## config.mk

```make
export PLATFORM = sky130hd
export DESIGN_NAME = http_response_header_parser
export DESIGN_NICKNAME = d
export VERILOG_FILES = /design/src/hrhp_pkg.sv /design/src/hrhp_front.sv /design/src/hrhp_queue.sv /design/src/hrhp_back.sv /design/src/http_response_header_parser.sv
export SDC_FILE = /design/constraint.sdc
export NUM_CORES = 1
export LEC_CHECK = 0
export BUFFER_PORTS_ARGS = -buffer_cell sky130_fd_sc_hd__buf_2
export CAP_MARGIN = 10
export CORE_MARGIN = 3
export CORE_UTILIZATION = 35
export CTS_CLUSTER_SIZE = 8
export DETAILED_ROUTE_END_ITERATION = 6
export SLEW_MARGIN = 0
export SYNTH_ARGS = -nofsm -noshare
export SYNTH_HDL_FRONTEND = slang
export SYNTH_SLANG_ARGS = --single-unit
```

## constraint.sdc

```tcl
create_clock -name clk_i -period 8.65 [get_ports clk_i]
set_input_delay 1.73 -clock clk_i [delete_from_list [all_inputs] [get_ports clk_i]]
set_output_delay 1.73 -clock clk_i [all_outputs]
set_load 0.05 [all_outputs]
```

## src/hrhp_pkg.sv

```systemverilog
// hrhp_pkg: shared constants, the summary record and character tables
// for the http response header parser; no dependencies
package hrhp_pkg;

  localparam int unsigned MAX_LEN  = 65535;
  localparam int unsigned POS_W    = $clog2(MAX_LEN + 1);
  localparam int unsigned KEY_LEN  = 15;
  localparam int unsigned MIN_LINE = 12;
  localparam int unsigned QDEPTH   = 2;
  localparam int unsigned QPTR_W   = (QDEPTH > 1) ? $clog2(QDEPTH) : 1;
  localparam int unsigned QCNT_W   = $clog2(QDEPTH + 1);

  localparam logic [7:0] CH_CR  = 8'h0d;
  localparam logic [7:0] CH_LF  = 8'h0a;
  localparam logic [7:0] CH_SP  = 8'h20;
  localparam logic [7:0] CH_TAB = 8'h09;
  localparam logic [7:0] CH_0   = 8'h30;
  localparam logic [7:0] CH_9   = 8'h39;
  localparam logic [7:0] CH_C   = 8'h43;

  // per-message summary handed from the scanner to the result stage
  typedef struct packed {
    logic             ok;
    logic [9:0]       status;
    logic [POS_W-1:0] hdr_idx;
    logic [POS_W:0]   msg_len;
    logic             len_present;
    logic [POS_W-1:0] len_value;
  } rec_t;

  function automatic logic [7:0] key_char(input logic [3:0] idx);
    logic [7:0] c;
    case (idx)
      4'd0:    c = "C";
      4'd1:    c = "o";
      4'd2:    c = "n";
      4'd3:    c = "t";
      4'd4:    c = "e";
      4'd5:    c = "n";
      4'd6:    c = "t";
      4'd7:    c = "-";
      4'd8:    c = "L";
      4'd9:    c = "e";
      4'd10:   c = "n";
      4'd11:   c = "g";
      4'd12:   c = "t";
      4'd13:   c = "h";
      4'd14:   c = ":";
      default: c = 8'h00;
    endcase
    return c;
  endfunction

  function automatic logic [7:0] prefix_char(input logic [2:0] idx);
    logic [7:0] c;
    case (idx)
      3'd0:    c = "H";
      3'd1:    c = "T";
      3'd2:    c = "T";
      3'd3:    c = "P";
      3'd4:    c = "/";
      default: c = 8'h00;
    endcase
    return c;
  endfunction

endpackage

```

## src/hrhp_front.sv

```systemverilog
// hrhp_front: byte scanner, status line and content-length matchers
// depends on hrhp_pkg; emits one rec_t summary on the last byte
module hrhp_front (
  input  logic                clk_i,
  input  logic                rst_ni,
  input  logic                accept_i,
  input  logic [7:0]          msg_byte_i,
  input  logic                last_byte_i,
  output hrhp_pkg::rec_t      rec_o
);

  localparam logic [2:0] LP_PREFIX = 3'd0;
  localparam logic [2:0] LP_SEEK   = 3'd1;
  localparam logic [2:0] LP_D1     = 3'd2;
  localparam logic [2:0] LP_D2     = 3'd3;
  localparam logic [2:0] LP_D3     = 3'd4;
  localparam logic [2:0] LP_READ   = 3'd5;
  localparam logic [2:0] LP_BAD    = 3'd6;
  localparam logic [2:0] LP_CLOSED = 3'd7;

  localparam logic [1:0] KP_SEARCH = 2'd0;
  localparam logic [1:0] KP_BLANKS = 2'd1;
  localparam logic [1:0] KP_DIGITS = 2'd2;
  localparam logic [1:0] KP_DONE   = 2'd3;

  localparam int unsigned PW   = hrhp_pkg::POS_W;
  localparam int unsigned LV_W = PW + 4;

  logic [PW-1:0] pos_q, pos_d;
  logic          ovf_q, ovf_d;
  logic [23:0]   recent_q, recent_d;
  logic          hdr_found_q, hdr_found_d;
  logic [PW-1:0] hdr_idx_q, hdr_idx_d;
  logic [2:0]    lphase_q, lphase_d;
  logic [9:0]    status_q, status_d;
  logic          status_good_q, status_good_d;
  logic [3:0]    kcnt_q, kcnt_d;
  logic [1:0]    kphase_q, kphase_d;
  logic [PW-1:0] lval_q, lval_d;
  logic          lpres_q, lpres_d;

  logic          is_dig;
  logic [3:0]    dig;
  logic          crlf;
  logic [9:0]    status_mul;
  logic [LV_W-1:0] lv_ext, lv_mul;

  always_comb begin
    pos_d         = pos_q;
    ovf_d         = ovf_q;
    hdr_found_d   = hdr_found_q;
    hdr_idx_d     = hdr_idx_q;
    lphase_d      = lphase_q;
    status_d      = status_q;
    status_good_d = status_good_q;
    kcnt_d        = kcnt_q;
    kphase_d      = kphase_q;
    lval_d        = lval_q;
    lpres_d       = lpres_q;

    is_dig     = (msg_byte_i >= hrhp_pkg::CH_0) && (msg_byte_i <= hrhp_pkg::CH_9);
    dig        = 4'(msg_byte_i - hrhp_pkg::CH_0);
    crlf       = (msg_byte_i == hrhp_pkg::CH_LF) && (recent_q[7:0] == hrhp_pkg::CH_CR) &&
                 (pos_q != '0);
    status_mul = (status_q << 3) + (status_q << 1) + {6'b0, dig};
    lv_ext     = LV_W'(lval_q);
    lv_mul     = (lv_ext << 3) + (lv_ext << 1) + LV_W'(dig);

    if (pos_q == PW'(hrhp_pkg::MAX_LEN)) begin
      ovf_d = 1'b1;
    end

    // first line
    if (lphase_q != LP_CLOSED) begin
      if (crlf) begin
        status_good_d = (lphase_q == LP_READ) && (pos_q >= PW'(hrhp_pkg::MIN_LINE + 1));
        lphase_d      = LP_CLOSED;
      end else begin
        unique case (lphase_q) inside
          LP_PREFIX: begin
            if ((pos_q < PW'(5)) && (msg_byte_i == hrhp_pkg::prefix_char(pos_q[2:0]))) begin
              lphase_d = (pos_q == PW'(4)) ? LP_SEEK : LP_PREFIX;
            end else begin
              lphase_d = LP_BAD;
            end
          end
          LP_SEEK: begin
            if (msg_byte_i == hrhp_pkg::CH_SP) begin
              lphase_d = LP_D1;
            end
          end
          LP_D1, LP_D2, LP_D3: begin
            if (is_dig) begin
              status_d = status_mul;
              lphase_d = lphase_q + 3'd1;
            end else begin
              lphase_d = LP_BAD;
            end
          end
          default: begin
          end
        endcase
      end
    end

    // header end and content-length key
    if (!hdr_found_q) begin
      if ((msg_byte_i == hrhp_pkg::CH_LF) &&
          (recent_q == {hrhp_pkg::CH_CR, hrhp_pkg::CH_LF, hrhp_pkg::CH_CR}) &&
          (pos_q >= PW'(3))) begin
        hdr_found_d = 1'b1;
        hdr_idx_d   = pos_q - PW'(3);
      end else begin
        unique case (kphase_q)
          KP_SEARCH: begin
            if ((kcnt_q < 4'(hrhp_pkg::KEY_LEN)) &&
                (msg_byte_i == hrhp_pkg::key_char(kcnt_q))) begin
              kcnt_d = kcnt_q + 4'd1;
              if (kcnt_q == 4'(hrhp_pkg::KEY_LEN - 1)) begin
                kphase_d = KP_BLANKS;
              end
            end else begin
              kcnt_d = (msg_byte_i == hrhp_pkg::CH_C) ? 4'd1 : 4'd0;
            end
          end
          KP_BLANKS: begin
            if ((msg_byte_i == hrhp_pkg::CH_SP) || (msg_byte_i == hrhp_pkg::CH_TAB)) begin
              kphase_d = KP_BLANKS;
            end else if (is_dig) begin
              lpres_d  = 1'b1;
              lval_d   = PW'(dig);
              kphase_d = KP_DIGITS;
            end else begin
              kphase_d = KP_DONE;
            end
          end
          KP_DIGITS: begin
            if (is_dig) begin
              lval_d = (lv_mul > LV_W'(hrhp_pkg::MAX_LEN)) ? PW'(hrhp_pkg::MAX_LEN)
                                                           : lv_mul[PW-1:0];
            end else begin
              kphase_d = KP_DONE;
            end
          end
          default: begin
          end
        endcase
      end
    end

    recent_d = {recent_q[15:0], msg_byte_i};
    if (pos_q != PW'(hrhp_pkg::MAX_LEN)) begin
      pos_d = pos_q + PW'(1);
    end
  end

  always_comb begin
    rec_o.ok          = !ovf_d && hdr_found_d && status_good_d;
    rec_o.status      = status_d;
    rec_o.hdr_idx     = hdr_idx_d;
    rec_o.msg_len     = {1'b0, pos_q} + (PW + 1)'(1);
    rec_o.len_present = lpres_d;
    rec_o.len_value   = lval_d;
  end

  always_ff @(posedge clk_i or negedge rst_ni) begin
    if (!rst_ni) begin
      pos_q         <= '0;
      ovf_q         <= 1'b0;
      recent_q      <= '0;
      hdr_found_q   <= 1'b0;
      hdr_idx_q     <= '0;
      lphase_q      <= LP_PREFIX;
      status_q      <= '0;
      status_good_q <= 1'b0;
      kcnt_q        <= '0;
      kphase_q      <= KP_SEARCH;
      lval_q        <= '0;
      lpres_q       <= 1'b0;
    end else if (accept_i) begin
      if (last_byte_i) begin
        pos_q         <= '0;
        ovf_q         <= 1'b0;
        recent_q      <= '0;
        hdr_found_q   <= 1'b0;
        hdr_idx_q     <= '0;
        lphase_q      <= LP_PREFIX;
        status_q      <= '0;
        status_good_q <= 1'b0;
        kcnt_q        <= '0;
        kphase_q      <= KP_SEARCH;
        lval_q        <= '0;
        lpres_q       <= 1'b0;
      end else begin
        pos_q         <= pos_d;
        ovf_q         <= ovf_d;
        recent_q      <= recent_d;
        hdr_found_q   <= hdr_found_d;
        hdr_idx_q     <= hdr_idx_d;
        lphase_q      <= lphase_d;
        status_q      <= status_d;
        status_good_q <= status_good_d;
        kcnt_q        <= kcnt_d;
        kphase_q      <= kphase_d;
        lval_q        <= lval_d;
        lpres_q       <= lpres_d;
      end
    end
  end

endmodule

```

## src/hrhp_queue.sv

```systemverilog
// hrhp_queue: short queue of message summaries between scanner and result stage
// depends on hrhp_pkg for rec_t and the queue depth
module hrhp_queue (
  input  logic           clk_i,
  input  logic           rst_ni,
  input  logic           push_i,
  input  hrhp_pkg::rec_t wdata_i,
  output logic           full_o,
  input  logic           pop_i,
  output hrhp_pkg::rec_t rdata_o,
  output logic           valid_o
);

  localparam int unsigned D  = hrhp_pkg::QDEPTH;
  localparam int unsigned PW = hrhp_pkg::QPTR_W;
  localparam int unsigned CW = hrhp_pkg::QCNT_W;

  hrhp_pkg::rec_t mem_q [D];
  logic [PW-1:0]  wr_ptr_q, wr_ptr_d;
  logic [PW-1:0]  rd_ptr_q, rd_ptr_d;
  logic [CW-1:0]  cnt_q, cnt_d;
  logic           do_push, do_pop;

  assign full_o  = (cnt_q == CW'(D));
  assign valid_o = (cnt_q != '0);
  assign rdata_o = mem_q[rd_ptr_q];
  assign do_push = push_i && !full_o;
  assign do_pop  = pop_i && valid_o;

  always_comb begin
    wr_ptr_d = wr_ptr_q;
    rd_ptr_d = rd_ptr_q;
    cnt_d    = cnt_q;
    if (do_push) begin
      wr_ptr_d = (wr_ptr_q == PW'(D - 1)) ? '0 : wr_ptr_q + PW'(1);
    end
    if (do_pop) begin
      rd_ptr_d = (rd_ptr_q == PW'(D - 1)) ? '0 : rd_ptr_q + PW'(1);
    end
    if (do_push && !do_pop) begin
      cnt_d = cnt_q + CW'(1);
    end else if (do_pop && !do_push) begin
      cnt_d = cnt_q - CW'(1);
    end
  end

  always_ff @(posedge clk_i) begin
    if (do_push) begin
      mem_q[wr_ptr_q] <= wdata_i;
    end
  end

  always_ff @(posedge clk_i or negedge rst_ni) begin
    if (!rst_ni) begin
      wr_ptr_q <= '0;
      rd_ptr_q <= '0;
      cnt_q    <= '0;
    end else begin
      wr_ptr_q <= wr_ptr_d;
      rd_ptr_q <= rd_ptr_d;
      cnt_q    <= cnt_d;
    end
  end

endmodule

```

## src/hrhp_back.sv

```systemverilog
// hrhp_back: body offset and length computation and the result register
// depends on hrhp_pkg for rec_t
module hrhp_back (
  input  logic           clk_i,
  input  logic           rst_ni,
  input  hrhp_pkg::rec_t rec_i,
  input  logic           rec_valid_i,
  output logic           rec_pop_o,
  output logic           empty_o,
  input  logic           pop_i,
  output logic           parse_ok_o,
  output logic [9:0]     status_code_o,
  output logic [15:0]    body_offset_o,
  output logic [15:0]    body_length_o
);

  localparam int unsigned LW = hrhp_pkg::POS_W + 1;

  logic          out_valid_q, out_valid_d;
  logic          ok_q;
  logic [9:0]    status_q;
  logic [15:0]   offset_q;
  logic [15:0]   length_q;
  logic          load;
  logic [LW-1:0] bo_raw, bo, bl;

  assign empty_o       = !out_valid_q;
  assign parse_ok_o    = ok_q;
  assign status_code_o = status_q;
  assign body_offset_o = offset_q;
  assign body_length_o = length_q;

  assign load      = rec_valid_i && (!out_valid_q || pop_i);
  assign rec_pop_o = load;

  always_comb begin
    bo_raw = LW'(rec_i.hdr_idx) + LW'(4);
    bo     = (bo_raw > rec_i.msg_len) ? rec_i.msg_len : bo_raw;
    bl     = rec_i.msg_len - bo;
    if (rec_i.len_present && (LW'(rec_i.len_value) < bl)) begin
      bl = LW'(rec_i.len_value);
    end
    out_valid_d = out_valid_q;
    if (load) begin
      out_valid_d = 1'b1;
    end else if (pop_i) begin
      out_valid_d = 1'b0;
    end
  end

  always_ff @(posedge clk_i) begin
    if (load) begin
      ok_q     <= rec_i.ok;
      status_q <= rec_i.ok ? rec_i.status : 10'd0;
      offset_q <= rec_i.ok ? 16'(bo) : 16'd0;
      length_q <= rec_i.ok ? 16'(bl) : 16'd0;
    end
  end

  always_ff @(posedge clk_i or negedge rst_ni) begin
    if (!rst_ni) begin
      out_valid_q <= 1'b0;
    end else begin
      out_valid_q <= out_valid_d;
    end
  end

endmodule

```

## src/http_response_header_parser.sv

```systemverilog
// http_response_header_parser: top level, scanner -> summary queue -> result stage
// depends on hrhp_pkg, hrhp_front, hrhp_queue, hrhp_back
//
// channel   direction  handshake       payload
// message   in         push / full     msg_byte_i, last_byte_i
// result    out        empty / pop     parse_ok_o, status_code_o, body_offset_o, body_length_o
//
// one byte per cycle while full is low; every byte updates the scanner state in the cycle it is taken
// a finished summary is written into the queue, then loaded into the result register when it is free
// two summaries queue behind the result register; full rises only when all are held
// reset clears all scanner, queue and output control state; no clearing pass
module http_response_header_parser (
  input  logic        clk_i,
  input  logic        rst_ni,
  input  logic        push,
  output logic        full,
  input  logic [7:0]  msg_byte_i,
  input  logic        last_byte_i,
  output logic        empty,
  input  logic        pop,
  output logic        parse_ok_o,
  output logic [9:0]  status_code_o,
  output logic [15:0] body_offset_o,
  output logic [15:0] body_length_o
);

  hrhp_pkg::rec_t front_rec;
  hrhp_pkg::rec_t queue_rec;
  logic           accept;
  logic           queue_valid;
  logic           queue_pop;

  assign accept = push && !full;

  hrhp_front u_front (
    .clk_i       (clk_i),
    .rst_ni      (rst_ni),
    .accept_i    (accept),
    .msg_byte_i  (msg_byte_i),
    .last_byte_i (last_byte_i),
    .rec_o       (front_rec)
  );

  hrhp_queue u_queue (
    .clk_i   (clk_i),
    .rst_ni  (rst_ni),
    .push_i  (accept && last_byte_i),
    .wdata_i (front_rec),
    .full_o  (full),
    .pop_i   (queue_pop),
    .rdata_o (queue_rec),
    .valid_o (queue_valid)
  );

  hrhp_back u_back (
    .clk_i         (clk_i),
    .rst_ni        (rst_ni),
    .rec_i         (queue_rec),
    .rec_valid_i   (queue_valid),
    .rec_pop_o     (queue_pop),
    .empty_o       (empty),
    .pop_i         (pop),
    .parse_ok_o    (parse_ok_o),
    .status_code_o (status_code_o),
    .body_offset_o (body_offset_o),
    .body_length_o (body_length_o)
  );

endmodule

```

Word-level counts from Yosys, hierarchy flattened
Memories as Yosys holds them, arrays and structs flattened.
Index checks and enable logic that the tools add are counted.
{"block": "totals", "register_bits": 143, "ramBits": 122, "mem_bits_ro": 112, "in_bits": 13, "out_inout_bits": 45, "wordCells": 194, "memories": 2}
{"block": "classes", "addsub": 16, "n_lt_le_gt_ge": 9, "eq_ne": 31, "muxes": 73, "n_reduce_logical": 43}
{"memory": "u_queue.mem_q", "words": 2, "word_bits": 61, "rd": 1, "rd_ports_with_merged_regs": 0, "wr": 1, "line_no": "hrhp_queue.sv:18", "rtl": "hrhp_pkg::rec_t mem_q [D];"}
{"memory": "(no name shown)", "words": 16, "word_bits": 7, "rd": 1, "rd_ports_with_merged_regs": 0, "wr": 0, "line_no": "hrhp_pkg.sv:33", "rtl": "case (idx)"}
{"cell": "$mux W16", "count": 13}
{"cell": "$mux W10", "count": 5}
{"cell": "$mux W8", "count": 6}
{"cell": "$pmux W16 S2", "count": 1}
{"cell": "$pmux W7 S4", "count": 1}
{"cell": "$eq A24 B20 Y1 const B", "count": 1}
{"cell": "$eq A8 B4 Y1 const B", "count": 3}
{"cell": "$mux W24", "count": 1}
{"cell": "$mux W1", "count": 23}
{"cell": "$add A19 B17 Y20", "count": 1}
{"cell": "$add A20 B4 Y20", "count": 1}
{"cell": "$gt A20 B16 Y1 const B", "count": 1}
{"cell": "$mux W4", "count": 5}
{"cell": "$logic_and A1 B1 Y1", "count": 18}
{"cell": "$mux W2", "count": 9}
{"cell": "$mux W3", "count": 6}
{"cell": "$add A16 B1 Y17 const B", "count": 1}
{"cell": "$add A16 B3 Y17 const B", "count": 1}
{"cell": "$gt A17 B17 Y1", "count": 1}
{"cell": "$lt A16 B17 Y1", "count": 1}
{"cell": "$mux W17", "count": 1}
{"cell": "$sub A17 B17 Y17", "count": 1}
{"cell": "$add A16 B1 Y16 const B", "count": 1}
{"cell": "$eq A16 B16 Y1 const B", "count": 1}
{"cell": "other kinds (45)", "count": 69}

Logic depth before layout (Yosys ltp)
Gate-level depths: netlist of run 1.
{"block": "logic_depth", "ltp_word": 13, "ltp_mapped": 38}

Cells and area by module
A second synthesis of run 1 with hierarchy kept.
{"block": "unflattened", "cells_unflattened": 1567, "area_unflattened_um2": 16950.0}
{"module": "hrhp_front", "instances": 1, "cells_each": 897, "area_per_inst_um2": 7782.5}
{"module": "hrhp_queue", "instances": 1, "cells_each": 209, "area_per_inst_um2": 4901.0}
{"module": "hrhp_back", "instances": 1, "cells_each": 459, "area_per_inst_um2": 4251.6}
{"module": "http_response_header_parser", "instances": 1, "cells_each": 2, "area_per_inst_um2": 15.0}

Least setup slack after synthesis of run 1
OpenSTA, ideal clock, no wires.
{"block": "synth_path", "kind": "reg2reg", "startpoint": "register u_queue.rd_ptr_q", "endpoint": "register u_back.length_q[15], in the netlist u_back.body_length_o[15] (data pin)", "setup_time_ns": 0.265, "arrival_time_ns": 7.676, "setup_slack_ns": 0.709, "stages_incl_launch_ff": 38, "path_buffers": 8, "period_less_slack_ns": 7.941, "cell_sequence": "dfrtp_1 buf_2 buf_2 buf_2 buf_1 buf_1 mux2i_1 inv_1 ha_1 nand4b_1 a22oi_1 nand3_1 a21oi_1 xnor2_1 ha_1 nand4_1 nor2_1 and3_1 [... 2 more ...] clkbuf_1 mux2i_1 ha_1 nand3_1 o2111ai_1 nand2_1 o21ai_0 a21o_1 a21oi_1 xor2_1 ha_1 or4_1 o221a_2 o31ai_1 a221oi_2 buf_2 nor3b_1 o21bai_1"}
{"block": "synth_via", "elab_chain_cells": 8}
{"item": "start, declared", "line_no": "hrhp_queue.sv:20", "rtl": "logic [PW-1:0] rd_ptr_q, rd_ptr_d;"}
{"item": "start signal, assigned", "line_no": "hrhp_queue.sv:60", "rtl": "rd_ptr_q <= rd_ptr_d;"}
{"item": "$mem_v2 Z2 W61 *"}
{"item": "$add A16 B3 Y17", "line_no": "hrhp_back.sv:37", "rtl": "bo_raw = LW'(rec_i.hdr_idx) + LW'(4);"}
{"item": "$gt A17 B17 Y1", "line_no": "hrhp_back.sv:38", "rtl": "bo = (bo_raw > rec_i.msg_len) ? rec_i.msg_len : bo_raw;"}
{"item": "$mux W17", "line_no": "hrhp_back.sv:38"}
{"item": "$sub A17 B17 Y17", "line_no": "hrhp_back.sv:39", "rtl": "bl = rec_i.msg_len - bo;"}
{"item": "$lt A16 B17 Y1", "line_no": "hrhp_back.sv:40", "rtl": "if (rec_i.len_present && (LW'(rec_i.len_value) < bl)) begin"}
{"item": "$logic_and A1 B1 Y1", "line_no": "hrhp_back.sv:40"}
{"item": "$mux W16", "line_no": "hrhp_back.sv:40"}
{"item": "end signal, assigned", "line_no": "hrhp_back.sv:56", "rtl": "length_q <= rec_i.ok ? 16'(bl) : 16'd0;"}
{"item": "end, declared", "line_no": "hrhp_back.sv:23", "rtl": "logic [15:0] length_q;"}
Mark *: on every way between the ends. The rest lies on a longest branch, timed or not.
A chain may end at the register's enable or synchronous reset.

Worst setup path in the final report of run 1
{"block": "layout_path", "startpoint": "register u_queue.rd_ptr_q", "endpoint": "register u_back.length_q[2], in the netlist u_back.body_length_o[2] (data pin)"}
The elaborated chain is that of the path after synthesis.

==> run summary, run 1 <==
status -> finished, final reports clean
core area -> 0.0436 mm2
Reg clk slew, reported paths -> 0.05 ns
EDFF count, synth -> 165
Synth top cells by count -> edfxtp_1, nor2_1, nand2_1
DRC -> 0
first-pass GRT wire length -> 58900 um
CP Max Fanout -> 30
met3 usage in global routing -> 2.53%
Yosys warnings -> 0
Critical path origin -> u_queue.rd_ptr_q
Fin. Hold Viols -> 0
FILL cells -> 4278
DR iter-0 viols -> 741
Vias/cell -> 5.31
Peak VDD IR -> 265 uV
post-CTS setup buffer count -> 0
busiest grt layer -> met2
Syn Std Cell Area -> 0.0156 mm2
worst slew pin tran -> 1.13 ns
share of async-settable or async-resettable flops after synthesis -> 37.7%
Multi-input gate area -> 0.00764 mm2
Yosys top cell area share -> 31.7%
register area -> 0.00746 mm2
r2r worst-path depth -> 31
Slowest-stage cell, CP -> a221oi_2
Relative slew margins -> 24.5%
met2 GRT Util -> 24.2%
GRT Util Overall -> 15.5%
final setup violation count -> 0
Initial Util -> 35.8%
RR Endpoint -> u_back.body_length_o[2]
Lkg Pwr -> 7.31 nW
Startpoint Class -> flip-flop
drt pass-1 iters -> 5
CTS Root Cell -> clkbuf_16
CP peak stage delay -> 0.71 ns
Avg WL per Cell -> 17.4 um
r2r setup slk -> 0.98 ns
Synth Flop Type -> edfxtp_1
Clock Latency Late Sink -> 0.54 ns
remaining antenna violation count after routing -> 0
Cells after Synth -> 1469
Critical Path End -> u_back.body_length_o[2]
Chip Width -> 217 um
Tmin final -> 7.67 ns
FMAX -> 130 MHz
Setup Total Neg Slack -> 0 ns
critical setup path kind -> flip-flop to flip-flop
met1 usage -> 22.3%
IO Port Bufs -> 57
ANT cells -> 0
synthesis-to-layout area growth -> 12.6%
crit path DAT -> 8.00 ns
post-cts hold buffer count -> 0
largest net degree at the start of global routing -> 85
GPL Wtd Cong -> 0.872
CTS HTree Levels -> 2
RSZ-0062 raised after global routing -> no
CTS tree -> done
io pins -> 58
total global routing overflow -> 0
Cell Area, Placed -> 0.0164 mm2
reg2reg start -> u_queue.rd_ptr_q
share of cells above drive strength 1 -> 12.5%
Worst setup EP type -> flip-flop
PD cells -> 342 mW/mm2
syn nets -> 1600
final WL -> 36800 um
dpl hpwl -> 26000 um
cell taking the most area after synthesis -> edfxtp_1
Synth cell types -> 84
Die Y -> 217 um
top-count cell post-synth -> edfxtp_1
Total Nets Final -> 1636
area of the die -> 0.0472 mm2
initial antenna violation count -> 0
final instance area -> 0.0176 mm2
Synth Area per Inst -> 10.6 um2
num rows -> 76
Max clock buf depth -> 3
PostCTS Resize Cnt -> 0
top post-synthesis cells by area -> edfxtp_1, dfrtp_1, ha_1, mux2i_1, nor2_1
clock sinks -> 265
worst hold path type -> flip-flop to flip-flop
vias in the first global route -> 11.0k
total CTS buffers -> 39
sequential area share after synthesis -> 47.8%
fin crit share -> 88.7%
Via Count -> 11.3k
# Max-Cap Violations -> 0
Max Slew Vio Count -> 0
final clock skew -> 0.0310 ns
synthesis-stage register bit count -> 265
CP required -> 8.98 ns
[cells in the final DEF, fill, tap and decap left out, types with 12 or more instances in the layout]
cell type	Yosys	routed
ha_1	113	113
nand2_1	126	125
nor2_1	139	136
nand4_1	15	15
a22o_1	39	39
mux2_2	46	46
nor3_1	24	23
buf_2	14	56
nand3_1	29	29
edfxtp_1	165	165
mux2i_1	53	52
a21oi_1	66	66
and3_1	16	15
a211oi_1	28	28
a21o_1	15	15
dfrtp_1	100	99
o21ai_0	96	96
inv_1	60	59
clkbuf_16	0	40
and2_1	12	12
clkbuf_1	48	26
xnor2_1	53	53
xor2_1	30	30
buf_4	1	12
[how the worst min path moves through the flow]
stage,start,end,slack [ns],cells past startpoint
after floorplan,u_front.status_q[9],u_front.status_q[9],0.44,2
after global placement,u_front.recent_q[16],u_front.recent_q[16],0.46,2
after detailed placement,u_front.recent_q[16],u_front.recent_q[16],0.47,2
after CTS,u_front.recent_q[16],u_front.recent_q[16],0.48,2
after global routing,u_front.recent_q[20],u_front.recent_q[20],0.51,2
final,u_front.recent_q[16],u_front.recent_q[16],0.47,2
[cells by family (layout without fill, tap and decap cells)]
group                      after synthesis  after routing  synth area share, %
AOI/OAI and AO/OA                      332            332                 14.0
xor gates and xnor gates                83             83                 4.66
adders and majority gates              120            120                 9.83
buffers and inverters                  135            200                 3.53
DFF                                    265            265                 47.8
muxes                                  100            100                 6.81
and+or+nand+nor                        434            434                 13.4
[layout make-up]
cell class	instances	area share [%]
Clock buffer	67	6.33
Clock inverter	3	0.185
Timing Repair Buffer	68	2.11
Multi-Input combinational cell	1069	43.5
Tap cell	585	4.16
Inverter	62	1.32
Sequential cell	265	42.4
[flip-flops by register name, indices dropped and copies added (netlist names), 4 cells and up]
| signal | count |
|---|---|
| u_queue.mem_q | 122 |
| u_front.recent_q | 24 |
| u_back.body_length_o | 16 |
| u_back.body_offset_o | 16 |
| u_front.hdr_idx_q | 16 |
| u_front.lval_q | 16 |
| u_front.pos_q | 16 |
| u_back.status_code_o | 10 |
| u_front.status_q | 10 |
| u_front.kcnt_q | 4 |
[report_power, final]
group	leakage (nW)	switching (mW)	internal (mW)
logic	3.85	1.85	0.967
clock network	0.542	0.537	0.868
registers	2.92	0.124	1.67
[through the flow]
step	total power [mW]	utilization, %	hold slack [ns]	std cells	setup WS (ns)
after floorplan	3.91	-	0.442	1469	0.709
after global placement	4.55	37.7	0.458	2049	1.26
after detailed placement	4.60	37.7	0.471	2049	1.05
after CTS	6.05	40.4	0.481	2119	1.02
after global routing	6.42	40.4	0.511	2119	0.201
final	6.01	40.4	0.474	2119	0.981
[layer usage]
layer / wire length [um] / up-vias
met5: 0 / -
met4: 744 / 0
met3: 2090 / 58
met2: 16000 / 292
met1: 18000 / 5434
li1: - / 5476
[critical path, delay by kind of cell (launching register included)]
kind,cells,cell delay [ns]
adders and majority gates,3,0.91
AOI/OAI and AO/OA,17,4.01
xor gates and xnor gates,2,0.26
buffers and inverters,2,0.61
and+or+nand+nor,6,0.80
muxes,1,0.25
DFF,1,0.62
(Power assumes the default switching activity.)
==> run 2, diff against run 1 <==
- GPL_TIMING_DRIVEN: default -> 0
- SLEW_MARGIN: 0 -> 20
==> run 2 against run 1 <==
Compared with the run above:
- die area unchanged
- flip-flop and latch count is the same
- non-clock buffer count grew 66
- worst hold slack improved by 0.0018 ns
- global-route usage increased by 0.95 points
- fmax decreased by 5.8%
- first-iteration DRC count up 21%
- sequential share of layout area decreased by 0.93 points
- worst setup slack worse by 0.47 ns
- utilization is 0.88 points higher
- critical endpoint is now u_back.body_length_o[11]
==> run summary, run 2 (synthesis results as in run 1) <==
area of the die -> 0.0472 mm2 (unchanged)
sw power -> 2.60 mW (+3.6%)
ANT cells -> 0 (unchanged)
Reg clk slew, reported paths -> 0.06 ns (about the same)
IO Port Bufs -> 56 (-1.8%)
CTS HTree Levels -> 2 (unchanged)
Logic pwr share -> 48.5% (+1.7 points)
Largest register FFs -> 122 (unchanged)
Startpoint Class -> flip-flop
most common cell after layout, fill and taps aside -> edfxtp_1
Final Power -> 6.16 mW (+2.6%)
vias in the first global route -> 11.5k (+4.7%)
num rows -> 76 (unchanged)
CP Max Fanout -> 19 (-37%)
Initial Util -> 35.8% (unchanged)
final WL -> 38700 um (+4.9%)
crit path DAT -> 8.46 ns (+0.46 ns)
Max Slew Vio Count -> 0 (unchanged)
most frequent cells in the layout -> edfxtp_1, nor2_1, nand2_1, ha_1, dfrtp_1
Biggest register -> u_queue.mem_q
Worst setup EP type -> flip-flop
dpl hpwl -> 28500 um (+9.7%)
worst slew pin tran -> 0.855 ns (-0.277 ns)
remaining antenna violation count after routing -> 0 (unchanged)
share of cells above drive strength 1 -> 13.1% (+0.64 points)
RSZ-0062 raised after global routing -> no
total global routing overflow -> 0 (unchanged)
CP required -> 8.97 ns (about the same)
met2 GRT Util -> 25.5% (+1.2 points)
met1 usage -> 23.7% (+1.4 points)
worst hold path type -> flip-flop to flip-flop
Net Sw Frac -> 42.2% (+0.44 points)
Via Count -> 11.6k (+3.2%)
Most common cell on crit path -> ha_1
GRT Util Overall -> 16.4% (+0.95 points)
Total Nets Final -> 1702 (+4.0%)
Flop pwr share -> 28.6% (-1.2 points)
# Max-Cap Violations -> 0 (unchanged)
synthesis-to-layout area growth -> 15.1%
DRC -> 0 (unchanged)
status -> finished, final reports clean
r2r worst-path depth -> 34 (+9.7%)
largest net degree at the start of global routing -> 75 (-12%)
post-cts hold buffer count -> 0 (unchanged)
Relative slew margins -> 42.8% (+18 points)
r2r setup slk -> 0.51 ns (-0.47 ns)
GPL Wtd Cong -> 0.861 (-1.4%)
internal power -> 3.56 mW (+1.8%)
FMAX -> 123 MHz (-5.8%)
clock network power share -> 22.9% (-0.5 points)
RR Endpoint -> u_back.body_length_o[11]
final clock skew -> 0.0126 ns (-0.0185 ns)
Die Y -> 217 um (unchanged)
final setup violation count -> 0 (unchanged)
total CTS buffers -> 39 (unchanged)
Slowest-stage cell, CP -> or4_1
fin crit share -> 94.1% (+5.5 points)
Setup Total Neg Slack -> 0 ns (unchanged)
Critical path origin -> u_queue.rd_ptr_q
CTS Root Cell -> clkbuf_16
Max clock buf depth -> 3 (unchanged)
drt pass-1 iters -> 7 (+2)
Vias/cell -> 5.33 (+0.28%)
CP peak stage delay -> 0.43 ns (-0.28 ns)
first-pass GRT wire length -> 62000 um (+5.3%)
DR iter-0 viols -> 894 (+21%)
Critical Path End -> u_back.body_length_o[11]
PD cells -> 343 mW/mm2 (+0.38%)
reg2reg start -> u_queue.rd_ptr_q
Chip Width -> 217 um (unchanged)
core area -> 0.0436 mm2 (unchanged)
final core utilization -> 41.2% (+0.88 points)
clock sinks -> 265 (unchanged)
met3 usage in global routing -> 2.82% (+0.29 points)
Avg WL per Cell -> 17.7 um (+1.9%)
critical setup path kind -> flip-flop to flip-flop
busiest grt layer -> met2
Fin. Hold Viols -> 0 (unchanged)
CTS tree -> done
io pins -> 58 (unchanged)
Largest regs -> u_queue.mem_q (122), u_front.recent_q (24)
Cell Area, Placed -> 0.0168 mm2 (+1.9%)
Clock Latency Late Sink -> 0.53 ns (about the same)
Peak VDD IR -> 220 uV (-17%)
Lkg Pwr -> 7.49 nW (+2.3%)
Tmin final -> 8.14 ns (+0.473 ns)
final instance area -> 0.0180 mm2 (+2.2%)
initial antenna violation count -> 0 (unchanged)
run 2: layout make-up:
cell class | count | area, um2
Fill cell | 4217 | 25600
Clock inverter | 1 | 8.76
Tap cell | 585 | 732
Inverter | 62 | 233
Buffer | 72 | 342
Sequential cell | 265 | 7460
Multi-Input combinational cell | 1069 | 7670
Clock buffer | 65 | 1120
Timing Repair Buffer | 62 | 409
run 2: metrics by stage:
step / cells / worst slack [ns] / hold WS [ns]
6_report: 2181 / 0.508 / 0.476
3_5_place_dp: 2115 / -1.47 / 0.472
5_1_grt: 2181 / 0.0264 / 0.511
2_1_floorplan: 1469 / 0.709 / 0.442
3_3_place_gp: 2110 / -1.43 / 0.465
4_1_cts: 2181 / 0.0256 / 0.483
run 2: worst min path at each step:
stage,from,endpoint,slack [ns],cells after the start
CTS,u_front.status_good_q,u_front.status_good_q,0.48,2
global placement,u_front.status_q[9],u_front.status_q[9],0.47,2
global route,u_front.recent_q[21],u_front.recent_q[21],0.51,2
floorplan,u_front.status_q[9],u_front.status_q[9],0.44,2
detailed placement,u_front.status_good_q,u_front.status_good_q,0.47,2
finish,u_front.recent_q[18],u_front.recent_q[18],0.48,2
run 2: power by group through the flow:
| stage | Clock, mW | Combinational, mW | Sequential [mW] |
|---|---|---|---|
| final | 1.41 | 2.99 | 1.76 |
| after global routing | 1.49 | 3.28 | 1.79 |
| after CTS | 1.44 | 2.96 | 1.77 |
| after detailed placement | 0 | 2.90 | 1.79 |
| after global placement | 0 | 2.83 | 1.79 |
| after floorplan | 0 | 1.79 | 2.12 |
run 2: what timing repair did:
action / in CTS / in global routing
gates resized for setup: 17 / 13
pin swaps: 0 / 1
setup endpoints to repair: 16 / 16
setup buffers: 0 / 1
cloned: 0 / 0
run 2: critical path, delay by kind of cell, from the launching register on:
| family | cells | cell delay [ns] |
|---|---|---|
| buf+inv | 8 | 1.57 |
| compound gates | 12 | 2.66 |
| flops | 1 | 0.36 |
| mux | 2 | 0.57 |
| fa+ha+maj | 5 | 1.40 |
| simple gates | 5 | 0.88 |
| xor+xnor | 2 | 0.45 |
run 2: layer usage:
layer	vias up	part of all wire (%)
met3	49	5.7
met4	0	1.8
li1	5624	-
met2	300	44
met5	-	0
met1	5649	48
==> run 3, diff against run 2 <==
- MAX_ROUTING_LAYER: default -> met4
==> run 3 against run 2 <==
Compared with the run above:
- clock-buffer cell count rose by 1
- total power up 0.12%
- wire length fell by 0.31%
- non-clock buffer count rose by 1
- worst hold slack improved by 0.0022 ns
- critical endpoint is now u_back.body_length_o[9]
- largest cell class unchanged
- largest power group unchanged
==> run summary, run 3 (synthesis results as in run 1) <==
remaining antenna violation count after routing -> 0 (unchanged)
Worst setup EP type -> flip-flop
Final Power -> 6.17 mW (+0.12%)
RSZ-0062 raised after global routing -> no
Cells after DPL -> 2116 (+0.047%)
initial antenna violation count -> 0 (unchanged)
area of the die -> 0.0472 mm2 (unchanged)
GRT Util Overall -> 16.7% (+0.27 points)
worst slew pin tran -> 0.817 ns (-0.0376 ns)
Hold WS -> 0.478 ns (+0.00224 ns)
fin crit share -> 94.3% (+0.20 points)
CTS HTree Levels -> 2 (unchanged)
Vias/cell -> 5.30 (-0.54%)
Clock Latency Late Sink -> 0.53 ns (about the same)
Setup Total Neg Slack -> 0 ns (unchanged)
largest net degree at the start of global routing -> 72 (-4.0%)
crit path DAT -> 8.48 ns (+0.02 ns)
drt pass-1 iters -> 5 (-2)
final WL -> 38500 um (-0.31%)
CTS tree -> done
Buf/Inv on CP -> 9 (+1)
ANT cells -> 0 (unchanged)
Slowest-stage cell, CP -> or4_1
Reg clk slew, reported paths -> 0.05 ns (about the same)
final instance area -> 0.0180 mm2 (+0.31%)
CP Max Fanout -> 19 (unchanged)
IO Port Bufs -> 56 (unchanged)
critical setup path kind -> flip-flop to flip-flop
final setup violation count -> 0 (unchanged)
DRC -> 0 (unchanged)
total global routing overflow -> 0 (unchanged)
synthesis-to-layout area growth -> 15.5%
share of cells above drive strength 1 -> 13.2% (+0.11 points)
# Max-Cap Violations -> 0 (unchanged)
Startpoint Class -> flip-flop
Max clock buf depth -> 3 (unchanged)
Largest delay share family, worst path -> compound AO/OA/AOI/OAI gates
PD cells -> 342 mW/mm2 (-0.19%)
Tmin final -> 8.16 ns (+0.0171 ns)
Largest regs -> u_queue.mem_q (122), u_front.recent_q (24)
most frequent cells in the layout -> edfxtp_1, nor2_1, nand2_1, ha_1, dfrtp_1
num rows -> 76 (unchanged)
clock sinks -> 265 (unchanged)
Final Non-Filler Cells -> 2183 (+0.092%)
GPL Wtd Cong -> 0.873 (+1.5%)
DR iter-0 viols -> 832 (-6.9%)
Via Count -> 11.6k (-0.45%)
Max Slew Vio Count -> 0 (unchanged)
Total Nets Final -> 1703 (+0.059%)
total CTS buffers -> 39 (unchanged)
worst hold path type -> flip-flop to flip-flop
CTS Root Cell -> clkbuf_16
Fin. Hold Viols -> 0 (unchanged)
most common cell after layout, fill and taps aside -> edfxtp_1
Peak VDD IR -> 266 uV (+21%)
Lkg Pwr -> 7.51 nW (+0.31%)
CP required -> 8.97 ns (about the same)
Largest register FFs -> 122 (unchanged)
core area -> 0.0436 mm2 (unchanged)
vias in the first global route -> 11.3k (-1.5%)
Biggest register -> u_queue.mem_q
dpl hpwl -> 28400 um (-0.35%)
io pins -> 58 (unchanged)
Chip Width -> 217 um (unchanged)
Most common cell on crit path -> ha_1
final clock skew -> 0.0222 ns (+0.00967 ns)
Avg WL per Cell -> 17.7 um (-0.40%)
CP peak stage delay -> 0.44 ns (about the same)
final core utilization -> 41.4% (+0.13 points)
first-pass GRT wire length -> 61400 um (-1.1%)
Initial Util -> 35.8% (unchanged)
Relative slew margins -> 44.9% (+2.1 points)
slack of the critical path -> 0.491 ns (-0.0171 ns)
worst slack at placement -> -1.48 ns (-0.00834 ns)
Cell Area, Placed -> 0.0168 mm2 (+0.25%)
post-cts hold buffer count -> 0 (unchanged)
FMAX -> 123 MHz (-0.21%)
Die Y -> 217 um (unchanged)
status -> finished, final reports clean
run 3: cell types whose count changed in the layout (fill, tap and decap cells not counted), sizes merged:
cell / before / now
buf: 84 / 85
clkbuf: 115 / 116
run 3: area by class of cell:
type / count / area (um2)
multi-input cells: 1069 / 7680
clock buffers: 66 / 1120
repair buffers: 63 / 452
well taps: 585 / 732
fillers: 4219 / 25500
flip-flops and latches: 265 / 7460
plain buffers: 72 / 335
clock inverters: 1 / 8.76
inverters: 62 / 233
run 3: path summary, 6_finish.rpt:
| kind | end | depth (start not counted) | from | slack, ns |
|---|---|---|---|---|
| max | u_back.body_length_o[9] | 35 | u_queue.rd_ptr_q | 0.49 |
| min | u_front.recent_q[20] | 2 | u_front.recent_q[20] | 0.48 |
| max reg2reg | u_back.body_length_o[9] | 35 | u_queue.rd_ptr_q | 0.49 |
| min reg2reg | u_front.recent_q[20] | 2 | u_front.recent_q[20] | 0.48 |
| max in group asynchronous | u_front.lval_q[9] | 2 | rst_ni | 6.89 |
| min in group asynchronous | u_front.status_q[6] | 1 | rst_ni | 1.08 |
run 3: report_power, final:
part / total, mW / leakage (nW) / internal, mW / switching [mW]
logic: 2.99 / 4.05 / 1.04 / 1.96
clock network: 1.41 / 0.539 / 0.870 / 0.542
registers: 1.76 / 2.92 / 1.66 / 0.102
total: 6.17 / 7.51 / 3.57 / 2.60
run 3: worst min-delay path, stage by stage, from the launching register on:
cell     delay (ns)
dfrtp_1        0.34
nand2_1        0.04
o21ai_0        0.06
run 3: routing by layer:
metal | wire [um] | global-route usage, %
met5 | 0 | -
met4 | 951 | 4.83
met3 | 1830 | 2.49
met2 | 16700 | 24.7
met1 | 19100 | 23.8
run 3: what timing repair did:
action                     CTS  global route
setup endpoints to repair   16            16
pin swaps                    0             1
setup buffers                0             1
resized for setup           19            13
